### config.mk
export PLATFORM = sky130hd
export DESIGN_NAME = incremental_pid_step_flat
export DESIGN_NICKNAME = d
export VERILOG_FILES = /design/src/rtl/ips_pkg.sv /design/src/rtl/ips_channels.sv /design/src/rtl/incremental_pid_step.sv /design/src/rtl/ips_cfg_regs.sv /design/src/rtl/ips_front.sv /design/src/rtl/ips_queue.sv /design/src/rtl/ips_back.sv /design/src/flat_wrapper.sv
export VERILOG_INCLUDE_DIRS = /design/src /design/src/rtl
export SDC_FILE = /design/constraint.sdc
export NUM_CORES = 2
export LEC_CHECK = 0
export ABC_CLOCK_PERIOD_IN_PS = 20100
export BUFFER_PORTS_ARGS = -buffer_cell sky130_fd_sc_hd__buf_2
export CAP_MARGIN = 20
export CORE_ASPECT_RATIO = 0.7
export CORE_MARGIN = 3
export CORE_UTILIZATION = 36
export DETAILED_ROUTE_END_ITERATION = 16
export PLACE_DENSITY_LB_ADDON = 0.15
export RECOVER_POWER = 25
export SKIP_LAST_GASP = 1
export SYNTH_ARGS = -nofsm -noshare
export SYNTH_HDL_FRONTEND = slang
export SYNTH_SLANG_ARGS = --single-unit
### constraint.sdc
create_clock -name clk -period 20.1 [get_ports clk]
set_clock_uncertainty 0.15 [all_clocks]
set_input_delay 3.015 -clock clk [delete_from_list [all_inputs] [get_ports clk]]
set_output_delay 3.015 -clock clk [all_outputs]
set_load 0.01 [all_outputs]
### src/rtl/incremental_pid_step_assert.svh
// Assertion macros shared by the incremental PID step RTL.
`ifndef INCREMENTAL_PID_STEP_ASSERT_SVH
`define INCREMENTAL_PID_STEP_ASSERT_SVH

// Check that cons holds in the cycle after ante.
`define IPS_ASSERT_NEXT(label, clk_sig, rst_sig, ante, cons) \
  label: assert property (@(posedge clk_sig) disable iff (rst_sig) (ante) |=> (cons)) \
    else $error("incremental_pid_step: next-cycle check failed");

// Check that cons holds in the same cycle as ante.
`define IPS_ASSERT_SAME(label, clk_sig, rst_sig, ante, cons) \
  label: assert property (@(posedge clk_sig) disable iff (rst_sig) (ante) |-> (cons)) \
    else $error("incremental_pid_step: same-cycle check failed");

`endif

### src/rtl/ips_pkg.sv
// Package with constants, types and helpers of the incremental PID step.
`timescale 1ns / 1ps
package ips_pkg;

  localparam int IPS_SAMPLE_WIDTH    = 16;
  localparam int IPS_GAIN_FRAC_BITS  = 8;
  localparam int GAIN_WIDTH          = 16;
  localparam int TARGET_WIDTH        = 16;
  localparam int LIMIT_WIDTH         = 32;
  localparam int CFG_INDEX_WIDTH     = 3;
  localparam int CFG_DATA_WIDTH      = 32;
  localparam int QUEUE_DEPTH         = 2;

  typedef enum logic [CFG_INDEX_WIDTH-1:0] {
    CFG_GAIN_P       = 3'd0,
    CFG_GAIN_I       = 3'd1,
    CFG_GAIN_D       = 3'd2,
    CFG_TARGET_VALUE = 3'd3,
    CFG_LIMIT_HIGH   = 3'd4,
    CFG_LIMIT_LOW    = 3'd5
  } cfg_index_t;

  typedef struct packed {
    logic signed [GAIN_WIDTH-1:0]   gain_p;
    logic signed [GAIN_WIDTH-1:0]   gain_i;
    logic signed [GAIN_WIDTH-1:0]   gain_d;
    logic signed [TARGET_WIDTH-1:0] target_value;
    logic signed [LIMIT_WIDTH-1:0]  limit_high;
    logic signed [LIMIT_WIDTH-1:0]  limit_low;
  } cfg_t;

  // Error width: wide enough for target minus sample at any sample width.
  function automatic int err_width(input int sample_width);
    return ((sample_width > TARGET_WIDTH) ? sample_width : TARGET_WIDTH) + 1;
  endfunction

endpackage

### src/rtl/ips_channels.sv
// Handshake interfaces for the sample, result and configuration channels.
`timescale 1ns / 1ps
interface ips_sample_if import ips_pkg::*; #(
  parameter int SAMPLE_WIDTH = IPS_SAMPLE_WIDTH
) ();
  logic                           valid;
  logic                           ready;
  logic signed [SAMPLE_WIDTH-1:0] sample_value;

  modport source (output valid, output sample_value, input ready);
  modport sink   (input valid, input sample_value, output ready);
endinterface

interface ips_result_if import ips_pkg::*; ();
  logic                          valid;
  logic                          ready;
  logic signed [LIMIT_WIDTH-1:0] drive_increment;
  logic                          was_clamped;

  modport source (output valid, output drive_increment, output was_clamped, input ready);
  modport sink   (input valid, input drive_increment, input was_clamped, output ready);
endinterface

interface ips_cfg_if import ips_pkg::*; ();
  logic                       valid;
  logic                       ready;
  logic [CFG_INDEX_WIDTH-1:0] index;
  logic [CFG_DATA_WIDTH-1:0]  data;

  modport source (output valid, output index, output data, input ready);
  modport sink   (input valid, input index, input data, output ready);
endinterface

### src/rtl/incremental_pid_step.sv
// Top level of the incremental (velocity-form) PID step.
`timescale 1ns / 1ps
// Each transferred sample yields one clamped increment,
// kp*(e-e1) + ki*e - kd*(e-2*e1+e2) shifted right by GAIN_FRAC_BITS, with
// e = target_value - sample_value. One sample is taken every cycle while the
// queue has room; its result passes through the queue slot, then the registered
// gain multipliers, then the sum, shift and clamp into the output register.
// The two-entry queue lets the sample side keep moving while the result side
// stalls. Reset clears the error history and sets the gains and target to
// zero and the limits to the full 32-bit range; write configuration only
// while no result is pending.
module incremental_pid_step import ips_pkg::*; #(
  parameter int SAMPLE_WIDTH   = IPS_SAMPLE_WIDTH,
  parameter int GAIN_FRAC_BITS = IPS_GAIN_FRAC_BITS
) (
  input  logic         clk,
  input  logic         rst,
  ips_sample_if.sink   sample,
  ips_result_if.source result,
  ips_cfg_if.sink      cfg
);

  localparam int EW = err_width(SAMPLE_WIDTH);
  localparam int QW = EW + (EW + 1) + (EW + 2);

  cfg_t          regs;
  logic          push_valid;
  logic          push_ready;
  logic [QW-1:0] push_data;
  logic          pop_valid;
  logic          pop_ready;
  logic [QW-1:0] pop_data;

  ips_cfg_regs u_cfg (
    .clk  (clk),
    .rst  (rst),
    .cfg  (cfg),
    .regs (regs)
  );

  ips_front #(
    .SAMPLE_WIDTH (SAMPLE_WIDTH)
  ) u_front (
    .clk        (clk),
    .rst        (rst),
    .sample     (sample),
    .regs       (regs),
    .push_valid (push_valid),
    .push_ready (push_ready),
    .push_data  (push_data)
  );

  ips_queue #(
    .DATA_WIDTH (QW)
  ) u_queue (
    .clk        (clk),
    .rst        (rst),
    .push_valid (push_valid),
    .push_ready (push_ready),
    .push_data  (push_data),
    .pop_valid  (pop_valid),
    .pop_ready  (pop_ready),
    .pop_data   (pop_data)
  );

  ips_back #(
    .SAMPLE_WIDTH   (SAMPLE_WIDTH),
    .GAIN_FRAC_BITS (GAIN_FRAC_BITS)
  ) u_back (
    .clk       (clk),
    .rst       (rst),
    .regs      (regs),
    .pop_valid (pop_valid),
    .pop_ready (pop_ready),
    .pop_data  (pop_data),
    .result    (result)
  );

endmodule

### src/rtl/ips_cfg_regs.sv
// Configuration register file of the incremental PID step.
`timescale 1ns / 1ps
module ips_cfg_regs import ips_pkg::*; (
  input  logic      clk,
  input  logic      rst,
  ips_cfg_if.sink   cfg,
  output cfg_t      regs
);

  assign cfg.ready = 1'b1;

  always_ff @(posedge clk) begin
    if (rst) begin
      regs.gain_p       <= '0;
      regs.gain_i       <= '0;
      regs.gain_d       <= '0;
      regs.target_value <= '0;
      regs.limit_high   <= {1'b0, {(LIMIT_WIDTH-1){1'b1}}};
      regs.limit_low    <= {1'b1, {(LIMIT_WIDTH-1){1'b0}}};
    end else if (cfg.valid) begin
      unique case (cfg_index_t'(cfg.index))
        CFG_GAIN_P:       regs.gain_p       <= cfg.data[GAIN_WIDTH-1:0];
        CFG_GAIN_I:       regs.gain_i       <= cfg.data[GAIN_WIDTH-1:0];
        CFG_GAIN_D:       regs.gain_d       <= cfg.data[GAIN_WIDTH-1:0];
        CFG_TARGET_VALUE: regs.target_value <= cfg.data[TARGET_WIDTH-1:0];
        CFG_LIMIT_HIGH:   regs.limit_high   <= cfg.data[LIMIT_WIDTH-1:0];
        CFG_LIMIT_LOW:    regs.limit_low    <= cfg.data[LIMIT_WIDTH-1:0];
        default: begin
        end
      endcase
    end
  end

endmodule

### src/rtl/ips_front.sv
// Front end: takes samples, forms the error terms and keeps the error history.
`timescale 1ns / 1ps
module ips_front import ips_pkg::*; #(
  parameter int SAMPLE_WIDTH = IPS_SAMPLE_WIDTH,
  localparam int EW  = err_width(SAMPLE_WIDTH),
  localparam int DPW = EW + 1,
  localparam int DDW = EW + 2,
  localparam int QW  = EW + DPW + DDW
) (
  input  logic            clk,
  input  logic            rst,
  ips_sample_if.sink      sample,
  input  cfg_t            regs,
  output logic            push_valid,
  input  logic            push_ready,
  output logic [QW-1:0]   push_data
);

  logic signed [EW-1:0]  error_one_back;
  logic signed [EW-1:0]  error_two_back;
  logic signed [EW-1:0]  target_ext;
  logic signed [EW-1:0]  sample_ext;
  logic signed [EW-1:0]  err;
  logic signed [DPW-1:0] d_p;
  logic signed [DDW-1:0] d_d;
  logic                  take;

  assign sample.ready = push_ready;
  assign push_valid   = sample.valid;
  assign take         = sample.valid && push_ready;

  always_comb begin
    target_ext = EW'(regs.target_value);
    sample_ext = EW'(sample.sample_value);
    err        = target_ext - sample_ext;
    d_p        = DPW'(err) - DPW'(error_one_back);
    d_d        = DDW'(err) - (DDW'(error_one_back) <<< 1) + DDW'(error_two_back);
    push_data  = {err, d_p, d_d};
  end

  // Advance the error history on each transfer.
  always_ff @(posedge clk) begin
    if (rst) begin
      error_one_back <= '0;
      error_two_back <= '0;
    end else if (take) begin
      error_two_back <= error_one_back;
      error_one_back <= err;
    end
  end

endmodule

### src/rtl/ips_queue.sv
// Two-entry queue between the front and back ends.
`timescale 1ns / 1ps
`include "incremental_pid_step_assert.svh"
module ips_queue import ips_pkg::*; #(
  parameter int DATA_WIDTH = 1,
  localparam int DEPTH = QUEUE_DEPTH,
  localparam int PTR_W = (DEPTH > 1) ? $clog2(DEPTH) : 1,
  localparam int CNT_W = $clog2(DEPTH + 1)
) (
  input  logic                  clk,
  input  logic                  rst,
  input  logic                  push_valid,
  output logic                  push_ready,
  input  logic [DATA_WIDTH-1:0] push_data,
  output logic                  pop_valid,
  input  logic                  pop_ready,
  output logic [DATA_WIDTH-1:0] pop_data
);

  logic [DATA_WIDTH-1:0] slots [DEPTH];
  logic [PTR_W-1:0]      wr_ptr;
  logic [PTR_W-1:0]      rd_ptr;
  logic [CNT_W-1:0]      count;
  logic                  push;
  logic                  pop;

  assign push_ready = (count != CNT_W'(DEPTH));
  assign pop_valid  = (count != '0);
  assign push       = push_valid && push_ready;
  assign pop        = pop_valid && pop_ready;
  assign pop_data   = slots[rd_ptr];

  always_ff @(posedge clk) begin
    if (push) begin
      slots[wr_ptr] <= push_data;
    end
  end

  always_ff @(posedge clk) begin
    if (rst) begin
      wr_ptr <= '0;
      rd_ptr <= '0;
      count  <= '0;
    end else begin
      if (push) begin
        wr_ptr <= (wr_ptr == PTR_W'(DEPTH - 1)) ? '0 : wr_ptr + PTR_W'(1);
      end
      if (pop) begin
        rd_ptr <= (rd_ptr == PTR_W'(DEPTH - 1)) ? '0 : rd_ptr + PTR_W'(1);
      end
      if (push && !pop) begin
        count <= count + CNT_W'(1);
      end else if (pop && !push) begin
        count <= count - CNT_W'(1);
      end
    end
  end

  `IPS_ASSERT_SAME(a_count_bound, clk, rst, 1'b1, count <= CNT_W'(DEPTH))
  `IPS_ASSERT_NEXT(a_count_up, clk, rst, push && !pop && !rst, count == $past(count) + CNT_W'(1))
  `IPS_ASSERT_NEXT(a_count_down, clk, rst, pop && !push && !rst, count == $past(count) - CNT_W'(1))

endmodule

### src/rtl/ips_back.sv
// Back end: gain products, sum, scaling shift and output clamp.
`timescale 1ns / 1ps
`include "incremental_pid_step_assert.svh"
module ips_back import ips_pkg::*; #(
  parameter int SAMPLE_WIDTH   = IPS_SAMPLE_WIDTH,
  parameter int GAIN_FRAC_BITS = IPS_GAIN_FRAC_BITS,
  localparam int EW   = err_width(SAMPLE_WIDTH),
  localparam int DPW  = EW + 1,
  localparam int DDW  = EW + 2,
  localparam int QW   = EW + DPW + DDW,
  localparam int PW   = DDW + GAIN_WIDTH,
  localparam int SUMW = PW + 2
) (
  input  logic          clk,
  input  logic          rst,
  input  cfg_t          regs,
  input  logic          pop_valid,
  output logic          pop_ready,
  input  logic [QW-1:0] pop_data,
  ips_result_if.source  result
);

  logic signed [EW-1:0]         err;
  logic signed [DPW-1:0]        d_p;
  logic signed [DDW-1:0]        d_d;
  logic signed [GAIN_WIDTH-1:0] gain_p;
  logic signed [GAIN_WIDTH-1:0] gain_i;
  logic signed [GAIN_WIDTH-1:0] gain_d;
  logic signed [PW-1:0]         prod_p;
  logic signed [PW-1:0]         prod_i;
  logic signed [PW-1:0]         prod_d;
  logic                         v1;
  logic                         v2;
  logic                         s1_adv;
  logic                         s2_adv;
  logic signed [SUMW-1:0]       sum;
  logic signed [SUMW-1:0]       scaled;
  logic signed [SUMW-1:0]       lo_ext;
  logic signed [SUMW-1:0]       hi_ext;
  logic signed [LIMIT_WIDTH-1:0] drive_next;
  logic                         clamp_next;

  assign err    = pop_data[QW-1 -: EW];
  assign d_p    = pop_data[DDW +: DPW];
  assign d_d    = pop_data[DDW-1:0];
  assign gain_p = regs.gain_p;
  assign gain_i = regs.gain_i;
  assign gain_d = regs.gain_d;

  assign s2_adv    = !v2 || result.ready;
  assign s1_adv    = !v1 || s2_adv;
  assign pop_ready = s1_adv;

  always_ff @(posedge clk) begin
    if (s1_adv) begin
      prod_p <= PW'(gain_p) * PW'(d_p);
      prod_i <= PW'(gain_i) * PW'(err);
      prod_d <= PW'(gain_d) * PW'(d_d);
    end
  end

  always_comb begin
    sum    = SUMW'(prod_p) + SUMW'(prod_i) - SUMW'(prod_d);
    scaled = sum >>> GAIN_FRAC_BITS;
    lo_ext = SUMW'(regs.limit_low);
    hi_ext = SUMW'(regs.limit_high);
    if (scaled < lo_ext) begin
      drive_next = regs.limit_low;
      clamp_next = 1'b1;
    end else if (scaled > hi_ext) begin
      drive_next = regs.limit_high;
      clamp_next = 1'b1;
    end else begin
      drive_next = scaled[LIMIT_WIDTH-1:0];
      clamp_next = 1'b0;
    end
  end

  always_ff @(posedge clk) begin
    if (s2_adv) begin
      result.drive_increment <= drive_next;
      result.was_clamped     <= clamp_next;
    end
  end

  always_ff @(posedge clk) begin
    if (rst) begin
      v1 <= 1'b0;
      v2 <= 1'b0;
    end else begin
      if (s1_adv) begin
        v1 <= pop_valid;
      end
      if (s2_adv) begin
        v2 <= v1;
      end
    end
  end

  assign result.valid = v2;

  `IPS_ASSERT_NEXT(a_stage_hold, clk, rst, v1 && !s2_adv && !rst, v1 && $stable(prod_p))

endmodule

### src/flat_wrapper.sv
// flat-port wrapper written by rule: the top's interface ports become plain ports
module incremental_pid_step_flat import ips_pkg::*;
#(
  parameter int SAMPLE_WIDTH   = IPS_SAMPLE_WIDTH,
  parameter int GAIN_FRAC_BITS = IPS_GAIN_FRAC_BITS
)
  (clk, rst, sample_valid, sample_sample_value, sample_ready, result_valid, result_drive_increment, result_was_clamped, result_ready, cfg_valid, cfg_index, cfg_data, cfg_ready);
  ips_sample_if #(.SAMPLE_WIDTH(SAMPLE_WIDTH)) sample_i ();
  ips_result_if result_i ();
  ips_cfg_if cfg_i ();
  input  logic clk;
  input  logic rst;
  input wire logic [$bits(sample_i.valid)-1:0] sample_valid;
  input wire logic [$bits(sample_i.sample_value)-1:0] sample_sample_value;
  output wire logic [$bits(sample_i.ready)-1:0] sample_ready;
  output wire logic [$bits(result_i.valid)-1:0] result_valid;
  output wire logic [$bits(result_i.drive_increment)-1:0] result_drive_increment;
  output wire logic [$bits(result_i.was_clamped)-1:0] result_was_clamped;
  input wire logic [$bits(result_i.ready)-1:0] result_ready;
  input wire logic [$bits(cfg_i.valid)-1:0] cfg_valid;
  input wire logic [$bits(cfg_i.index)-1:0] cfg_index;
  input wire logic [$bits(cfg_i.data)-1:0] cfg_data;
  output wire logic [$bits(cfg_i.ready)-1:0] cfg_ready;
  assign sample_i.valid = sample_valid;
  assign sample_i.sample_value = sample_sample_value;
  assign sample_ready = sample_i.ready;
  assign result_valid = result_i.valid;
  assign result_drive_increment = result_i.drive_increment;
  assign result_was_clamped = result_i.was_clamped;
  assign result_i.ready = result_ready;
  assign cfg_i.valid = cfg_valid;
  assign cfg_i.index = cfg_index;
  assign cfg_i.data = cfg_data;
  assign cfg_ready = cfg_i.ready;
  incremental_pid_step #(.SAMPLE_WIDTH(SAMPLE_WIDTH), .GAIN_FRAC_BITS(GAIN_FRAC_BITS)) u_core (.clk(clk), .rst(rst), .sample(sample_i), .result(result_i), .cfg(cfg_i));
endmodule
# After elaboration in Yosys (flattened, before gate mapping)
# Memory sizes are Yosys's and may differ from the RTL's. A register that Yosys moved wholly into a read port is not among the register bits.
# Cells that the tools add are included.
# word_totals
out_inout_bits	36
input_bits	56
register_bits	303
n_memories	1
word_cells	70
ramBits	108
# mem_list
name	depth	word_bits	rd	rd_ports_with_merged_regs	wr	line	source
u_core.u_queue.slots	2	54	1	1	1	ips_queue.sv:20	logic [DATA_WIDTH-1:0] slots [DEPTH];
# op_classes
n_mul	3
n_addsub	10
muxes	11
reduce_logical	19
n_eq_ne	6
order_cmp	2
# op_table
cell	count
2-to-1 mux 32 bit	2
subtractor 35 x 35 -> 36 bit	1
adder 34 x 33 -> 35 bit	1
multiplier 16 x 19 -> 35 bit	1
multiplier 16 x 18 -> 34 bit	1
multiplier 16 x 17 -> 33 bit	1
greater-than comparator 28 x 32 -> 1 bit	1
< comparator 28 x 32 -> 1 bit	1
adder 19 x 17 -> 19 bit	1
subtractor 17 x 18 -> 19 bit	1
subtractor 17 x 17 -> 18 bit	1
subtractor 16 x 16 -> 17 bit	1
AND reduction 2 bit	6
2-to-1 mux 1 bit	7
== test 3 x 2 -> 1 bit, second input constant	2
== test 3 bit, second input constant	2
logical AND 1 bit	4
logical NOT 1 bit	4
2-to-1 mux 2 bit	2
nonzero test 2 bit	2
== test 3 x 1 -> 1 bit, second input constant	1
logical NOT 3 bit	1
adder 1 bit, second input constant	2
adder 2 x 1 -> 2 bit, second input constant	1
3 further kinds	4

# Logic depth before layout (Yosys ltp)
# depth
word_depth	7
mapped_depth	28
ltp_nobuf	25

# By module
# A second synthesis with hierarchy kept.
# unflattened
hier_cells	5768
area_unflattened_um2	55249.2
# by_module_without_submodules
mod	cells_each	instances	area_per_inst_um2	seq_area_each_um2
ips_back	4481	1	41573.6	4093.9
ips_cfg_regs	497	1	5176.2	2562.5
ips_front	598	1	4383.0	680.7
ips_queue	192	1	4116.4	3343.2

# Worst setup path after synthesis
# No wires, ideal clock.
# synth_path
path_type	input to register
startpoint	in sample_sample_value[0]
endpoint	mem u_core.u_queue.slots[0][18] (netlist name) (data pin)
t_arrival_ns	7.033
setup_slack_ns	12.652
setup_time_ns	0.264
n_path_buf	0
path_stages	18
path_cell_list	ha_1 > inv_1 > fa_1 > a21o_1 > a21oi_1 > o21bai_1 > a31oi_1 > o21ai_0 > o41a_1 > xor2_1 > fa_1 > ha_1 > a21oi_1 > a31oi_1 > and4_1 > a2111oi_0 > a21oi_1 > xnor2_1
# synth_between
elab_chain_cells	3
# synth_rtl
element	line	source
from (decl)	flat_wrapper.sv:14	input wire logic [$bits(sample_i.sample_value)-1:0] sample_sample_value;
subtractor 16 x 16 -> 17 bit	ips_front.sv:35	err = target_ext - sample_ext;
via u_core.push_data[49]	incremental_pid_step.sv:29	logic [QW-1:0] push_data;
subtractor 17 x 18 -> 19 bit	ips_front.sv:37	d_d = DDW'(err) - (DDW'(error_one_back) <<< 1) + DDW'(error_two_back);
adder 19 x 17 -> 19 bit	ips_front.sv:37	
via u_core.push_data[18]	incremental_pid_step.sv:29	
to (decl)	ips_queue.sv:20	
# The timed path passes the listed nets, and every way through them passes these cells.

==> summary.md <==
| Metric | Value |
|---|---|
| Synthesis-stage register bit count | 412 |
| GRT Resource Usage Total | between 20% and 30% |
| Iter 0 DRT Violations | 2769 |
| DR DRC count | 0 |
| Met3 global-route usage | between 4 and 5% |
| Max Slew Vio Count | 346 |
| FF-to-FF path depth | 24 |
| XOR/XNOR Fraction of Synth Area | 2.78% |
| Multiplexer share of the synthesized area | about 1.5% |
| YS warnings | 0 |
| Layout area overhead | 7.58% |
| Final wirelength | 160000 um |
| Max-Slew Margin vs Limit | -151% |
| Register area share after synthesis | roughly a fifth |
| Longest Clk Path Bufs | 3 |
| CP Data Arrival Time | 10.96 ns |
| Placement Cell Area | roughly 56000 um2 |
| Top Ports | 92 |
| RSZ-0062 raised after global routing | false |
| Vias | 37000 |
| Num rows | around 120 |
| Run status | finished, violations left |
| Synth Area in Compound Gates | 7.52% |
| Critical path's top delay family | buffers and inverters |
| PD cells | roughly 130 nW/um2 |
| Cell Chain, Critical Path | clkbuf_1, mux2i_1, clkbuf_1, nand2_1, fa_1, fa_1, inv_1, fa_1, fa_1, fa_1, inv_1, fa_1, inv_1, ha_1, a21o_1, a21o_1, a221oi_1, o31ai_1, o31ai_2, o31a_1, a21oi_1, a41oi_2, mux2i_1, a2111oi_2 |
| Global-route wire length before repair | between 200000 and 250000 um |
| Syn Nets | around 7000 |
| RePlAce Congestion | around 0.85 |
| Vias/cell | 4.89 |
| Synth unique cells | 80 |
| Period utilisation layout | 53.3% |
| Met2 usage | between 20 and 30% |
| Number of routed nets with antenna violations | 0 |
| CP peak stage delay | 2.60 ns |
| Final hold vios | 0 |
| Busiest layer in global routing | met1 |
| Final Non-Filler Cells | 7572 |
| Critical path class | flip-flop to flip-flop |
| Remaining Overflow, GRT | 0 |
| Violated checks | capacitance limit, slew limit |
| Main combinational cell family by area after synthesis | adder cells |
| R2r setup slk | 9.39 ns |
| Slew @ Worst Pin | around 3.8 ns |
| H-tree levels | 2 |
| TritonRoute pass-1 iters | 6 |
| Die area | roughly 150000 um2 |
| Cells after DPL | 7483 |
| Post-CTS Setup Bufs | 0 |
| Root Driver | clkbuf_16 |
| GR Util met1 | between 30% and 40% |
| # port buffers | 90 |
| EDFF count, synth | 243 |
| Sink Count | 412 |
| Maximum number of pins on one net before global-route repair | 72 |
| Syn Inst Count | 5590 |
| Count leader, synth | inv_1 |
| Starting Density | 36.5% |
| Startpoint Class | flip-flop |
| Synth Flop Type | edfxtp_1 |
| Crit-path most repeated cell | fa_1 |
| Setup TNS | 0 ns |
| Post-Place Setup Slack | 11.83 ns |
| Yosys top cell area share | roughly a third |
| CTS Hold Bufs | 0 |
| WL per Instance | roughly 21 um |
| Share of cells above drive strength 1 | under 10% |
| Synth async-reset ratio | 0% |
| Die X | 466 um |
| Worst Path Required | 20.35 ns |
| Crit-path max FO | 54 |
| Simple-gate share of the synthesized area | 14.0% |
| Worst skew pair latency | 0.61 ns |
| Chip Height | 328 um |
| Cts repair resizes | 0 |
| Post-Synth Adder-Cell Area | 44.3% |
| Endpoint type of the worst setup path | flip-flop |
| CP bufs+invs | 5 |
| Top achievable clock speed | 93.3 MHz |
| Leak | between 20 and 30 nW |
| Peak supply drop | 368 uV |
| Fin area | 57300 um2 |
| Netlist Area Pre-Place | 53300 um2 |
| Fin worst setup slack | 9.39 ns |
| Worst hold stages | 2 |
| Layout Nets | 6957 |
| CTS buffer count | 47 |
| Vias in the first global route | 38300 |
| Max-Cap Viols | 8 |
| Worst-path clk slew | 0.06 ns |
| WP depth | 24 |
| Ranking of synthesized cells by area | fa_1 (35%), edfxtp_1 (14%), ha_1 (9.6%), inv_1 (8.3%), dfxtp_1 (6.4%) |
| Minimum clock period | 10.71 ns |
| Core box area | 146000 um2 |
| Synth Area per Inst | about 9.5 um2 |
| Cell taking the most area after synthesis | fa_1 |
| Synth top cells by count | inv_1 (1183), fa_1 (923), nand2_1 (790) |
| CTS tree | yes |
| HP Class | flip-flop to flip-flop |
| Initial antenna violation count | 10 |
| Hpwl dp | 128000 um |
| Final setup fails | 0 |
| CP max-delay cell | clkbuf_1 |
cell usage in the layout, fill, tap and decap left out, types with 69 or more instances in the layout:
| master | count |
|---|---|
| inv_1 | 1183 |
| fa_1 | 923 |
| nand2_1 | 790 |
| ha_1 | 408 |
| and2_1 | 387 |
| a21oi_1 | 253 |
| edfxtp_1 | 243 |
| dfxtp_1 | 168 |
| nor2_1 | 149 |
| xnor2_1 | 120 |
| o21ai_0 | 102 |
| buf_2 | 88 |
| a21o_1 | 78 |
| nor2b_1 | 69 |
final cells by class:
class                      count  area (um2)
clock inverter                26         256
antenna                        2        5.00
clock buffer                  60        1320
tap                         1963        2460
sequential                   412       10700
timing repair buffer         131         721
inverter                    1186        4450
multi-input combinational   3792       37400
fill                       14700       88800
per-layer routing:
layer	routed length, um	vias to the layer above	part of all wire (%)
met5	12	-	0.0075
met3	12500	99	7.8
met1	83500	18700	52
met2	62200	1016	39
li1	-	17200	-
met4	1780	2	1.1
flip-flops by register name (all words and copies together), names as in the netlist, 2 cells and up, named ones only:
name and flops:
u_core.u_cfg.regs 128, u_core.u_back.prod_i 33, u_core.u_back.result.drive_increment 32, u_core.u_front.error_two_back 17
u_core.u_queue.count 2, u_core.u_front.error_one_back 17, u_core.u_back.prod_p 34, u_core.u_back.prod_d 35
u_core.u_queue.slots 108
worst paths after layout:
path / from / to
worst max-delay path: flip-flop / u_core.u_back.prod_i[32]
worst min-delay path: u_core.u_cfg.regs[26] / u_core.u_cfg.regs[26]
worst max register to register: flip-flop / u_core.u_back.prod_i[32]
worst min register to register: u_core.u_cfg.regs[26] / u_core.u_cfg.regs[26]
stage by stage:
stage                     total power [mW]  util (%)  hold slack, ns
final                                 7.65      39.2           0.308
after global routing                  8.37      39.2           0.336
after CTS                             7.71      39.2           0.309
after detailed placement              6.77      38.2           0.301
after global placement                6.75      38.2           0.293
after floorplan                       4.96         -           0.282
cell families after synthesis:
kind of cell,count (synthesis)
compound gates,635
xor+xnor,169
fa+ha+maj,1331
buf+inv,1386
flops,412
mux,74
other cells,1
simple gates,1582
power by group:
part | internal [mW] | switching (mW) | total, mW
registers | 1.32 | 0.106 | 1.43
clock network | 0.518 | 0.386 | 0.905
logic | 1.85 | 3.47 | 5.32
tightest hold or removal path, cell delays in order (launching register included):
cell and delay, ns:
dfxtp_1 0.31, nand2_1 0.05, a21oi_1 0.05
No activity file was read; power rests on OpenSTA's default activity.
